### config.mk
export PLATFORM = sky130hd
export DESIGN_NAME = dat_ctrl
export DESIGN_NICKNAME = d
export VERILOG_FILES = /design/src/sv/dat_pkg.sv /design/src/sv/dat_ctrl.sv
export VERILOG_INCLUDE_DIRS = /design/src /design/src/sv
export SDC_FILE = /design/constraint.sdc
export NUM_CORES = 1
export LEC_CHECK = 0
export BUFFER_PORTS_ARGS = -buffer_cell sky130_fd_sc_hd__buf_2
export CAP_MARGIN = 20
export CORE_UTILIZATION = 45
export DETAILED_ROUTE_END_ITERATION = 8
export GPL_ROUTABILITY_DRIVEN = 1
export PLACE_DENSITY = 0.66
export SLEW_MARGIN = 15
export SYNTH_ARGS = -nofsm -noshare
export SYNTH_HDL_FRONTEND = slang
export SYNTH_SLANG_ARGS = --single-unit
### constraint.sdc
create_clock -name clk -period 3.1 [get_ports clk]
set_input_delay 0.155 -clock clk [delete_from_list [all_inputs] [get_ports clk]]
set_output_delay 0.155 -clock clk [all_outputs]
set_load 0.05 [all_outputs]
### src/sv/device_address_table_defines.svh
// ----------------------------------------------------------------------------
// Device address table assertion macros
// Assertion helpers used by the table controller.
// ----------------------------------------------------------------------------
`ifndef DEVICE_ADDRESS_TABLE_DEFINES_SVH
`define DEVICE_ADDRESS_TABLE_DEFINES_SVH

`ifndef NO_ASSERTIONS
`define DAT_ASSERT_IMPLY(label, clk, rst_n, ante, cons) \
	label: assert property (@(posedge clk) disable iff (!rst_n) (ante) |-> (cons)) \
		else $error("assertion failed");
`define DAT_ASSERT_NEXT(label, clk, rst_n, ante, cons) \
	label: assert property (@(posedge clk) disable iff (!rst_n) (ante) |=> (cons)) \
		else $error("assertion failed");
`else
`define DAT_ASSERT_IMPLY(label, clk, rst_n, ante, cons)
`define DAT_ASSERT_NEXT(label, clk, rst_n, ante, cons)
`endif

`endif

### src/sv/dat_pkg.sv
// ----------------------------------------------------------------------------
// Device address table package
// Types, codes and constants shared by the table modules.
// ----------------------------------------------------------------------------
package dat_pkg;

	localparam int TABLE_DEPTH_DEF = 64;
	localparam logic [6:0] LIMIT_RESET = 7'd64;
	localparam logic [7:0] HIT_MAX = 8'd255;

	localparam logic [2:0] ACT_LOOKUP = 3'd0;
	localparam logic [2:0] ACT_INSERT = 3'd1;
	localparam logic [2:0] ACT_DELETE = 3'd2;
	localparam logic [2:0] ACT_CLEAR  = 3'd3;
	localparam logic [2:0] ACT_READ   = 3'd4;

	typedef struct packed {
		logic [2:0]        action;
		logic [47:0]       mac;
		logic signed [7:0] rssi;
		logic [15:0]       day_stamp;
		logic [16:0]       time_of_day;
		logic [5:0]        slot_index;
	} item_t;

	typedef struct packed {
		logic [7:0]        hits;
		logic              found;
		logic [6:0]        occupied;
		logic [47:0]       entry_mac;
		logic signed [7:0] entry_rssi;
		logic [15:0]       entry_day;
		logic [16:0]       entry_first;
		logic [16:0]       entry_last;
	} result_t;

	typedef struct packed {
		logic [47:0]       mac;
		logic signed [7:0] rssi;
		logic [7:0]        hits;
		logic [15:0]       day;
		logic [16:0]       first;
		logic [16:0]       last;
	} entry_t;

	localparam int ENTRY_W = $bits(entry_t);

	typedef enum logic [1:0] {
		WR_UPDATE,
		WR_NEW,
		WR_COPY
	} wr_src_t;

	typedef struct packed {
		logic    take_item;
		logic    rd_en;
		logic    wr_en;
		wr_src_t wr_src;
		logic    cap_hits;
		logic    set_found;
		logic    cap_entry;
		logic    publish;
	} dat_cmd_t;

	typedef struct packed {
		logic match;
		logic out_busy;
	} dat_status_t;

endpackage

### src/sv/dat_ctrl.sv
// ----------------------------------------------------------------------------
// Device address table controller
// Sequences scans and shifts over the entry store, one entry per step.
// ----------------------------------------------------------------------------
`include "device_address_table_defines.svh"

module dat_ctrl #(
	parameter int TABLE_DEPTH = 64
) (
	input  logic                               clk,
	input  logic                               arst_n,
	input  logic                               item_valid,
	input  logic [2:0]                         item_action,
	input  logic [5:0]                         item_slot,
	output logic                               item_stall,
	input  logic [$clog2(TABLE_DEPTH+1)-1:0]   eff_lim,
	input  dat_pkg::dat_status_t               status,
	output dat_pkg::dat_cmd_t                  cmd,
	output logic [$clog2(TABLE_DEPTH)-1:0]     wr_addr,
	output logic [$clog2(TABLE_DEPTH)-1:0]     rd_addr,
	output logic [6:0]                         occ
);
	import dat_pkg::*;

	localparam int AW = $clog2(TABLE_DEPTH);
	localparam int CW = $clog2(TABLE_DEPTH + 1);

	typedef enum logic [3:0] {
		ST_IDLE,
		ST_DISPATCH,
		ST_L_RD,
		ST_L_CHK,
		ST_I_RD,
		ST_I_WR,
		ST_D_RD,
		ST_D_CHK,
		ST_S_RD,
		ST_S_WR,
		ST_R_RD,
		ST_R_WAIT,
		ST_FINISH
	} state_t;

	state_t      state_q;
	logic [CW-1:0] ptr_q;
	logic [CW-1:0] occ_q;
	logic [2:0]  act_q;
	logic [5:0]  idx_q;
	logic [CW-1:0] ptr_dn;
	logic [CW-1:0] ptr_up;
	logic        last_pair;

	assign ptr_dn = ptr_q - CW'(1);
	assign ptr_up = ptr_q + CW'(1);
	assign last_pair = (ptr_up >= occ_q);

	assign item_stall = (state_q != ST_IDLE);
	assign occ = 7'(occ_q);
	assign wr_addr = ptr_q[AW-1:0];

	always_comb begin
		cmd = '0;
		cmd.wr_src = WR_COPY;
		rd_addr = ptr_q[AW-1:0];
		case (state_q)
			ST_IDLE: cmd.take_item = item_valid;
			ST_L_RD: cmd.rd_en = (ptr_q != occ_q);
			ST_L_CHK: begin
				cmd.wr_en = status.match;
				cmd.wr_src = WR_UPDATE;
				cmd.cap_hits = status.match;
			end
			ST_I_RD: begin
				rd_addr = ptr_dn[AW-1:0];
				cmd.rd_en = (ptr_q != '0);
				cmd.wr_en = (ptr_q == '0);
				cmd.wr_src = WR_NEW;
			end
			ST_I_WR: cmd.wr_en = 1'b1;
			ST_D_RD: cmd.rd_en = (ptr_q != occ_q);
			ST_D_CHK: cmd.set_found = status.match;
			ST_S_RD: begin
				rd_addr = ptr_up[AW-1:0];
				cmd.rd_en = !last_pair;
			end
			ST_S_WR: cmd.wr_en = 1'b1;
			ST_R_RD: begin
				rd_addr = AW'(idx_q);
				cmd.rd_en = 1'b1;
			end
			ST_R_WAIT: cmd.cap_entry = 1'b1;
			ST_FINISH: cmd.publish = !status.out_busy;
			default: cmd = '0;
		endcase
	end

	always_ff @(posedge clk or negedge arst_n) begin
		if (!arst_n) begin
			state_q <= ST_IDLE;
			ptr_q <= '0;
			occ_q <= '0;
			act_q <= ACT_LOOKUP;
			idx_q <= '0;
		end else begin
			case (state_q)
				ST_IDLE: begin
					if (occ_q > eff_lim) begin
						occ_q <= eff_lim;
					end
					if (item_valid) begin
						act_q <= item_action;
						idx_q <= item_slot;
						state_q <= ST_DISPATCH;
					end
				end
				ST_DISPATCH: begin
					ptr_q <= '0;
					case (act_q)
						ACT_LOOKUP: state_q <= ST_L_RD;
						ACT_INSERT: begin
							ptr_q <= (occ_q < eff_lim) ? occ_q : eff_lim - CW'(1);
							state_q <= ST_I_RD;
						end
						ACT_DELETE: state_q <= ST_D_RD;
						ACT_CLEAR: begin
							occ_q <= '0;
							state_q <= ST_FINISH;
						end
						ACT_READ: begin
							if (32'(idx_q) < 32'(eff_lim) && 32'(idx_q) < 32'(occ_q)) begin
								state_q <= ST_R_RD;
							end else begin
								state_q <= ST_FINISH;
							end
						end
						default: state_q <= ST_FINISH;
					endcase
				end
				ST_L_RD: state_q <= (ptr_q == occ_q) ? ST_FINISH : ST_L_CHK;
				ST_L_CHK: begin
					ptr_q <= ptr_up;
					state_q <= ST_L_RD;
				end
				ST_I_RD: begin
					if (ptr_q == '0) begin
						if (occ_q < eff_lim) begin
							occ_q <= occ_q + CW'(1);
						end
						state_q <= ST_FINISH;
					end else begin
						state_q <= ST_I_WR;
					end
				end
				ST_I_WR: begin
					ptr_q <= ptr_dn;
					state_q <= ST_I_RD;
				end
				ST_D_RD: state_q <= (ptr_q == occ_q) ? ST_FINISH : ST_D_CHK;
				ST_D_CHK: begin
					if (status.match) begin
						state_q <= ST_S_RD;
					end else begin
						ptr_q <= ptr_up;
						state_q <= ST_D_RD;
					end
				end
				ST_S_RD: begin
					if (last_pair) begin
						occ_q <= occ_q - CW'(1);
						state_q <= ST_FINISH;
					end else begin
						state_q <= ST_S_WR;
					end
				end
				ST_S_WR: begin
					ptr_q <= ptr_up;
					state_q <= ST_S_RD;
				end
				ST_R_RD: state_q <= ST_R_WAIT;
				ST_R_WAIT: state_q <= ST_FINISH;
				ST_FINISH: begin
					if (!status.out_busy) begin
						state_q <= ST_IDLE;
					end
				end
				default: state_q <= ST_IDLE;
			endcase
		end
	end

	`DAT_ASSERT_IMPLY(a_occ_in_limit, clk, arst_n, state_q != ST_IDLE, occ_q <= eff_lim)
	`DAT_ASSERT_IMPLY(a_no_read_on_write, clk, arst_n, cmd.wr_en, !cmd.rd_en)
	`DAT_ASSERT_NEXT(a_publish_to_idle, clk, arst_n, cmd.publish, state_q == ST_IDLE)

endmodule
# Word-level counts from Yosys, hierarchy flattened
# Index checks and enable logic that the tools add are counted.
[totals] wordCells=88 reg_bits=27 out_inout_bits=29
[classes] n_eq_ne=26 reduce_logical=18 addsub=5 magnitude_cmp=5 n_mux=29
[ops] op="$mux W7" n=8
[ops] op="$pmux W7 S4" n=2
[ops] op="$pmux W4 S13" n=1
[ops] op="$mux W4" n=6
[ops] op="$sub A7 B1 Y7 const B" n=3
[ops] op="$eq A4 B4 Y1 const B" n=5
[ops] op="$pmux W6 S3" n=1
[ops] op="$eq A4 B3 Y1 const B" n=4
[ops] op="$pmux W4 S4" n=1
[ops] op="$add A7 B1 Y7 const B" n=2
[ops] op="$lt A6 B7 Y1" n=2
[ops] op="$ne A2 B2 Y1 const B" n=7
[ops] op="$reduce_bool A4 Y1" n=3
[ops] op="$reduce_or A10 Y1" n=1
[ops] op="$eq A4 B2 Y1 const B" n=2
[ops] op="$eq A7 B7 Y1" n=1
[ops] op="$ge A7 B7 Y1" n=1
[ops] op="$gt A7 B7 Y1" n=1
[ops] op="$logic_not A7 Y1" n=1
[ops] op="$lt A7 B7 Y1" n=1
[ops] op="$ne A7 B7 Y1" n=1
[ops] op="$reduce_bool A7 Y1" n=1
[ops] op="$eq A3 B2 Y1 const B" n=2
[ops] op="$mux W3" n=2
[ops] op="15 further kinds" n=24

# Depth between registers and ports, before layout
# Gate-level depths: netlist of the first run.
[logic_depth] word_depth=5 ltp_mapped=11 mapped_depth_nobuf=11

# Worst setup path after synthesis of the first run
# Ideal clock, no wire load.
[synth_path] kind="register -> output" from="reg state_q[0]" to="out rd_addr[1]" stages_incl_launch_ff=5 required_time_ns=2.945 path_slack_ns=0.187 arrival_time_ns=2.758 n_path_buf=1 cell_sequence="dfrtp_1 -> clkbuf_1 -> nand2b_1 -> nor2_1 -> o311ai_0"
[synth_via] elab_chain_cells=2 word_cells_on_any_way=4
[synth_lines] element="from (decl)" line_no="dat_ctrl.sv:44" source="state_t state_q;"
[synth_lines] element="from (signal assigned)" line_no="dat_ctrl.sv:139" source="ST_L_RD: state_q <= (ptr_q == occ_q) ? ST_FINISH : ST_L_CHK;"
[synth_lines] element="from (signal assigned)" line_no="dat_ctrl.sv:158" source="ST_D_RD: state_q <= (ptr_q == occ_q) ? ST_FINISH : ST_D_CHK;"
[synth_lines] element="$eq A4 B4 Y1 or $eq A4 B3 Y1 (tied branches)" line_no="dat_ctrl.sv:65" source="case (state_q)"
[synth_lines] element="$pmux W6 S3 *" line_no="dat_ctrl.sv:65"
[synth_lines] element="to (decl)" line_no="dat_ctrl.sv:20" source="output logic [$clog2(TABLE_DEPTH)-1:0] rd_addr,"
# Mark *: on every way between the ends. The rest lies on a longest branch, timed or not.

==> results of run 1 <==
-- registers in the layout, summed over array words and instances, names as in the netlist --
signal   count
occ          7
ptr_q        7
idx_q        6
state_q      4
act_q        3
-- cell families after synthesis --
kind of cell	share of synthesized area (%)
muxes	4.31
DFF	22.2
AOI/OAI and AO/OA	24.5
xor gates and xnor gates	6.90
buffers and inverters	6.53
and+or+nand+nor	21.8
adders and majority gates	13.8
-- per-layer routing --
layer / part of all wire, % / up-vias / track usage (%)
met3: 8.8 / 22 / 5.31
met4: 2.6 / 0 / 8.15
met5: 0 / - / 0
li1: - / 1488 / -
met1: 43 / 1452 / 36.2
met2: 45 / 180 / 44.1
-- area by class of cell --
class,count,share of cell area [%]
multi-input cells,306,63.5
flip-flops and latches,27,19.6
repair buffers,64,10.5
well taps,77,2.79
inverters,21,2.29
clock buffers,4,1.31
-- cells in the final DEF (no fill, tap or decap), drive strengths merged, types with 4 or more instances in the layout --
master and count:
a211oi 6, a21o 6, a21oi 31, a221oi 4, a22oi 8, and3 7
buf 62, clkbuf 5, dfrtp 27, ha 32, inv 21, mux2 9
nand2 27, nand2b 8, nand3 12, nand4 5, nor2 30, nor2b 4
nor3 14, o211ai 7, o21ai 22, xnor2 13, xor2 11
-- worst paths after layout --
path                                start  slack, ns        to
max                              ptr_q[0]       0.16    cmd[7]
max reg2reg                    state_q[2]       0.33    occ[6]
min in group asynchronous          arst_n       0.44  ptr_q[5]
max in group asynchronous          arst_n       2.20  ptr_q[2]
min reg2reg                      idx_q[2]       0.62  idx_q[2]
min                        item_action[1]       0.11  act_q[1]
-- stage by stage --
stage / utilization [%] / std cells / hold slack, ns
6_report: 53.4 / 499 / 0.111
3_3_place_gp: 52.1 / 493 / 0.208
4_1_cts: 53.0 / 498 / 0.109
5_1_grt: 53.4 / 499 / 0.101
2_1_floorplan: - / 377 / -0.141
3_5_place_dp: 52.1 / 493 / 0.212
-- timing repair --
item | in CTS | in global routing
setup buffers | 0 | 1
setup endpoints to repair | 0 | 1
hold buffers | 1 | 0
hold endpoints to repair | 27 | 0
resized for setup | 0 | 5
==> impl_metrics.toml, run 1 <==
[logic_synthesis]
synth_top_area_share_pct = 22.2
synth_area_leaders = "dfrtp_1 22%, ha_1 13%, a21oi_1 4.8%, xnor2_1 3.7%, nor2_1 3.7%"
ys_types = 60
yosysTopAreaCell = "dfrtp_1"
ys_warn_count = 0
synthMostInstantiatedCell = "ha_1"
synth_edf_count = 0
synth.cell_area_um2 = 3050
ys_seq_area_share_pct = 22.2
postSynthNetCount = 431
netlist_instances = 377
avgSynthCellArea_um2 = 8.08
ys_async_sr_fraction_pct = 100
ys_ff_latch = 27
synthTopCellsByCount = "32 x ha_1, 30 x nor2_1, 29 x a21oi_1"
synth-main-ff-cell = "dfrtp_1"

[finish]
area_growth_pct = 13.1
nets = 477
diodes = 0
ff_latch_area_um2 = 677
multi_input_area_um2 = 2190
post_route_cells_drive_above_1_share_pct = 21.6
design_area_um2 = 3450
fillers = 639

[timing]
maxSlewViolCount = 0
rsz0062_at_grt = "no"
worst_pin_slew_ns = 0.672
relSlewSlack_pct = 55.2
fmax_mhz = 341
fin_crit_ns = 2.94
setup-tns-final_ns = 0
hold_violations = 0
period_share_pct = 94.7
finClkSkew_ns = 0.0165
report.final.setup_viol = 0
setup_ws_ns = 0.165

[critical_path]
path_cells = "ha_2, nand3_1, xor2_1, inv_1, ha_1, a211oi_1, nor2_1, a211oi_2, a21oi_2, nand2_1, clkbuf_4"
critPathCaptureType = "primary output"
worstPathArrival_ns = 2.78
path_buf_inv = 2
crit_fanout = 6
start_kind = "flip-flop"
rr_worst_depth = 11
slowest_stage = "dfrtp_1"
crit_path_max_incr_delay_ns = 0.41
worstPathRequired_ns = 2.94
path_class = "reg2out"
cp.depth = 11
crit_family = "compound AO/OA/AOI/OAI gates"

[cts]
path_clk_slew_ns = 0.11
cts_tree = "yes"
cts.path.max_buffers = 2
clock-sinks = 27
cts_root_buffer = "clkbuf_8"
numCtsBuffers = 3
clk_latency_ns = 0.28
htree_levels = 1

[outcome]
outcome = "finished clean"

[place]
hpwl_um = 7200
place_worst_setup_slack_ns = 0.357
io_buffers = 49
place_area_um2 = 3370
gp_congestion = 0.919

[die]
die_h_um = 84.3
initial_core_util_pct = 47.2
die_w_um = 84.3
num_rows = 29
dieArea_um2 = 7110
pin_count = 50
core-area_um2 = 6460

[detailed_routing]
wl_um = 9440
drc = 0
drt_iter0_drc = 264
num_vias = 3142
viasPerCell = 6.30
drt_first_pass_iters = 7
postRouteAntennaNets = 0
wl_per_cell_um = 18.9

[job]
drv_cap = 0

[worst_hold_path]
hold_class = "in2reg"
min_path_cells = 2

[global_routing]
grt_pass1_vias = 2951
antenna_found_initial = 0
grt_max_degree = 28
grt_pass1_wl_um = 15200
track_usage_pct = 27.0
grt-ovfl-total = 0
Power of run 1 is left out: the tool's default activity adds up to more than one toggle a clock period on the data nets, which glitch-free logic cannot reach.
==> run 2: changes to the inputs <==
Settings changed: ABC_AREA from default to 1.
==> impl_metrics.toml, run 2 <==
[outcome]
outcome = "finished clean"

[timing]
worst_pin_slew_ns = 0.668
period_share_pct = 92.9
fmax_mhz = 347
fin_crit_ns = 2.88
finClkSkew_ns = 0.00838
rsz0062_at_grt = "no"
report.final.setup_viol = 0
hold_violations = 0
setup-tns-final_ns = 0
relSlewSlack_pct = 55.4
whs_ns = 0.0459
maxSlewViolCount = 0

[logic_synthesis]
synth_top_area_share_pct = 20.9
synthMostInstantiatedCell = "nand2_1"
synthTopCellsByCount = "176 x nand2_1, 54 x inv_1, 42 x nor2_1"
netlist_instances = 510
ys_seq_area_share_pct = 20.9
ys_types = 37
synth-main-ff-cell = "dfrtp_1"
synth.cell_area_um2 = 3230
ys_ff_latch = 27
synth_edf_count = 0
ys_warn_count = 0
yosysTopAreaCell = "dfrtp_1"
synth_area_leaders = "dfrtp_1 21%, nand2_1 20%, ha_1 12%, inv_1 6.3%, nand3_1 6.2%"
ys_async_sr_fraction_pct = 100
postSynthNetCount = 564
avgSynthCellArea_um2 = 6.33

[global_routing]
grt-ovfl-total = 0
grt_max_degree = 28
grt_pass1_wl_um = 15000
track_usage_pct = 26.1
grt_pass1_vias = 3028
antenna_found_initial = 0

[finish]
nets = 611
post_route_cells_drive_above_1_share_pct = 19.6
layout_common_cells = "176 x nand2_1, 54 x inv_1, 49 x buf_2"
diodes = 0
area_growth_pct = 12.1
layout_commonest_cell = "nand2_1"

[detailed_routing]
wl_um = 9260
wl_per_cell_um = 14.2
drt_first_pass_iters = 5
drc = 0
drt_iter0_drc = 171
postRouteAntennaNets = 0
viasPerCell = 5.17
num_vias = 3372

[die]
die_h_um = 86.7
initial_core_util_pct = 47.0
dieArea_um2 = 7520
pin_count = 50
num_rows = 30
die_w_um = 86.7
core-area_um2 = 6870

[cts]
cts.path.max_buffers = 2
cts_tree = "yes"
htree_levels = 1
numCtsBuffers = 3
cts_root_buffer = "clkbuf_8"
clock-sinks = 27
clk_latency_ns = 0.30
path_clk_slew_ns = 0.12

[critical_path]
crit_end = "cmd[7]"
critPathCaptureType = "primary output"
crit_fanout = 6
r2r_slack_ns = 0.57
rr_worst_depth = 15
r2r_end = "occ[0]"
worstPathArrival_ns = 2.72
cp-startpoint = "ptr_q[0]"
r2r-start = "ptr_q[0]"
worstPathRequired_ns = 2.94
start_kind = "flip-flop"
path_class = "reg2out"

[place]
io_buffers = 49
hpwl_um = 7400
gp_congestion = 0.891

[worst_hold_path]
hold_class = "in2reg"

[job]
drv_cap = 0
## run 2: cell type report
cell class / count / area, um^2
clock inverters: 1 / 8.76
fillers: 703 / 3250
repair buffers: 54 / 285
clock buffers: 3 / 41.3
well taps: 96 / 120
inverters: 69 / 263
multi-input cells: 402 / 2220
flip-flops and latches: 27 / 681
## run 2: kinds of logic after synthesis
kind of cell / count (synthesis) / synth area share [%]
xor+xnor: 10 / 2.71
buf+inv: 81 / 10.4
simple gates: 301 / 42.3
compound gates: 58 / 10.6
fa+ha+maj: 33 / 13.0
flops: 27 / 20.9
## run 2: repair_timing
item | CTS | global route
hold endpoints to repair | 27 | 0
setup endpoints to repair | 0 | 1
gates resized for setup | 0 | 6
hold buffers | 1 | 0
setup buffers | 0 | 3
## run 2: how the worst min path moves through the flow
stage | start | endpoint | slack (ns) | depth (start not counted)
6_report | item_slot[5] | idx_q[5] | 0.05 | 3
3_5_place_dp | arst_n | occ[5] | 0.23 | 1
3_3_place_gp | arst_n | occ[5] | 0.23 | 1
2_1_floorplan | arst_n | act_q[0] | -0.14 | 0
4_1_cts | item_slot[5] | idx_q[5] | 0.03 | 3
5_1_grt | item_slot[4] | idx_q[4] | 0.04 | 3
## run 2: worst max-delay path, stage by stage, from the launching register on
cell,delay (ns)
dfrtp_2,0.43
ha_1,0.19
nand3_1,0.13
nor2_2,0.15
nand3_1,0.10
and2_1,0.18
ha_1,0.28
nand2_1,0.08
inv_1,0.04
a21oi_1,0.19
nand4_1,0.18
nand2_1,0.13
nor2_2,0.05
inv_1,0.05
buf_2,0.25
## run 2: per-layer routing
metal	routed length, um	GRT usage [%]	part of all wire (%)
met5	0	0	0
met1	4340	35.5	47
met2	4270	42.5	46
met3	456	3.33	4.9
met4	196	9.09	2.1
## run 2: stage by stage
step                worst slack [ns]  cell area, um^2  util [%]  cells
CTS                           0.0647             3590      52.2    649
finish                         0.220             3620      52.7    652
global placement               0.517             3530      51.3    644
detailed placement             0.416             3530      51.3    644
global route                  0.0168             3620      52.7    652
floorplan                      0.681             3230         -    510
Power of run 2 is left out for the same reason.
==> run 3: changes to the inputs <==
--- a/constraint.sdc
+++ b/constraint.sdc
@@ -3,2 +3,2 @@
 set_output_delay 0.155 -clock clk [all_outputs]
-set_load 0.05 [all_outputs]
+set_load 0.02 [all_outputs]
==> impl_metrics.toml, run 3 (same netlist as run 2, synthesis figures left out) <==
[timing]
hold_violations = 0
rsz0062_at_grt = "no"
finClkSkew_ns = 0.00460
maxSlewViolCount = 0
relSlewSlack_pct = 55.3
fmax_mhz = 354
worst_pin_slew_ns = 0.670
fin_crit_ns = 2.82
whs_ns = 0.0460
report.final.setup_viol = 0
period_share_pct = 91.0
setup-tns-final_ns = 0

[global_routing]
grt_pass1_vias = 3056
grt_pass1_wl_um = 14800
antenna_found_initial = 0
grt_max_degree = 28
track_usage_pct = 25.6
grt-ovfl-total = 0

[critical_path]
rr_worst_depth = 14
path_class = "reg2out"
start_kind = "flip-flop"
critPathCaptureType = "primary output"
worstPathArrival_ns = 2.67
worstPathRequired_ns = 2.94
crit_fanout = 10

[cts]
htree_levels = 1
cts_tree = "yes"
clock-sinks = 27
cts_root_buffer = "clkbuf_8"
path_clk_slew_ns = 0.11
clk_latency_ns = 0.29
cts.path.max_buffers = 2
numCtsBuffers = 3

[finish]
area_growth_pct = 11.7
layout_commonest_cell = "nand2_1"
nets = 610
layout_common_cells = "176 x nand2_1, 54 x inv_1, 49 x buf_2"
finish.utilization_pct = 52.5
fillers = 717
diodes = 0
design_area_um2 = 3610
ff_latch_area_um2 = 678
multi_input_area_um2 = 2220
post_route_cells_drive_above_1_share_pct = 18.9

[outcome]
outcome = "finished clean"

[detailed_routing]
viasPerCell = 5.17
postRouteAntennaNets = 0
wl_um = 9240
drc = 0
wl_per_cell_um = 14.2
num_vias = 3366
drt_first_pass_iters = 5
drt_iter0_drc = 197

[die]
die_w_um = 86.7
pin_count = 50
initial_core_util_pct = 47.0
die_h_um = 86.7
num_rows = 30
core-area_um2 = 6870
dieArea_um2 = 7520

[worst_hold_path]
min_path_cells = 3
hold_class = "in2reg"

[place]
hpwl_um = 7390
place_area_um2 = 3530
gp_congestion = 0.882
io_buffers = 49

[job]
drv_cap = 0

[power]
total_leakage_power_nw = 2.00
ir_drop_mv = 0.508
p_per_area_nw_per_um2 = 1170
[run 3: path summary, 6_finish.rpt]
check | end | slack, ns | startpoint
setup / recovery | cmd[7] | 0.28 | ptr_q[3]
min in group asynchronous | occ[5] | 0.43 | arst_n
hold / removal | act_q[0] | 0.05 | item_action[0]
max in group asynchronous | ptr_q[1] | 2.20 | arst_n
setup reg to reg | occ[4] | 0.56 | ptr_q[3]
hold reg to reg | act_q[1] | 0.58 | act_q[1]
[run 3: per-layer routing]
metal	wire [um]	track usage (%)	up-vias
li1	-	-	1730
met1	4320	35.2	1505
met2	4270	42.3	115
met3	453	2.86	16
met4	193	7.42	0
met5	0	0	-
[run 3: report_power, final]
| group | internal, W | leakage, nW | switching (W) |
|---|---|---|---|
| registers | 0.000531 | 0.332 | 0.000332 |
| clock network | 0.0000951 | 0.0261 | 0.000140 |
| logic | 0.00108 | 1.64 | 0.00203 |
[run 3: layout make-up]
| cell class | count | share of cell area, % |
|---|---|---|
| clock buffers | 3 | 1.14 |
| repair buffers | 53 | 7.70 |
| well taps | 96 | 3.33 |
| multi-input cells | 402 | 61.5 |
| inverters | 69 | 7.28 |
| flip-flops and latches | 27 | 18.8 |
| clock inverters | 1 | 0.243 |
[run 3: worst max-delay path, cell delays in order (launching register included)]
cell and delay (ns):
dfrtp_1 0.57, nand3_1 0.19, nor2_2 0.16, nand3_1 0.11, and2_1 0.18, ha_1 0.28
nand2_1 0.06, nor2_1 0.13, nand3_1 0.11, nand4_1 0.14, nand2_1 0.07, nor2_1 0.16
inv_1 0.05, buf_2 0.15
[run 3: what timing repair did]
item,in CTS,in global routing
buffers inserted,0,2
endpoints found under the hold margin,27,0
setup endpoints to repair,0,1
hold buffers,1,0
resized for setup,0,3
[run 3: metrics by stage]
| step | setup slack (ns) | instances | total power (W) |
|---|---|---|---|
| floorplan | 0.850 | 510 | 0.00318 |
| global placement | 0.583 | 644 | 0.00388 |
| detailed placement | 0.510 | 644 | 0.00393 |
| CTS | 0.155 | 649 | 0.00418 |
| global route | 0.0460 | 651 | 0.00467 |
| finish | 0.279 | 651 | 0.00421 |
Power figures use the tool's default switching activity.
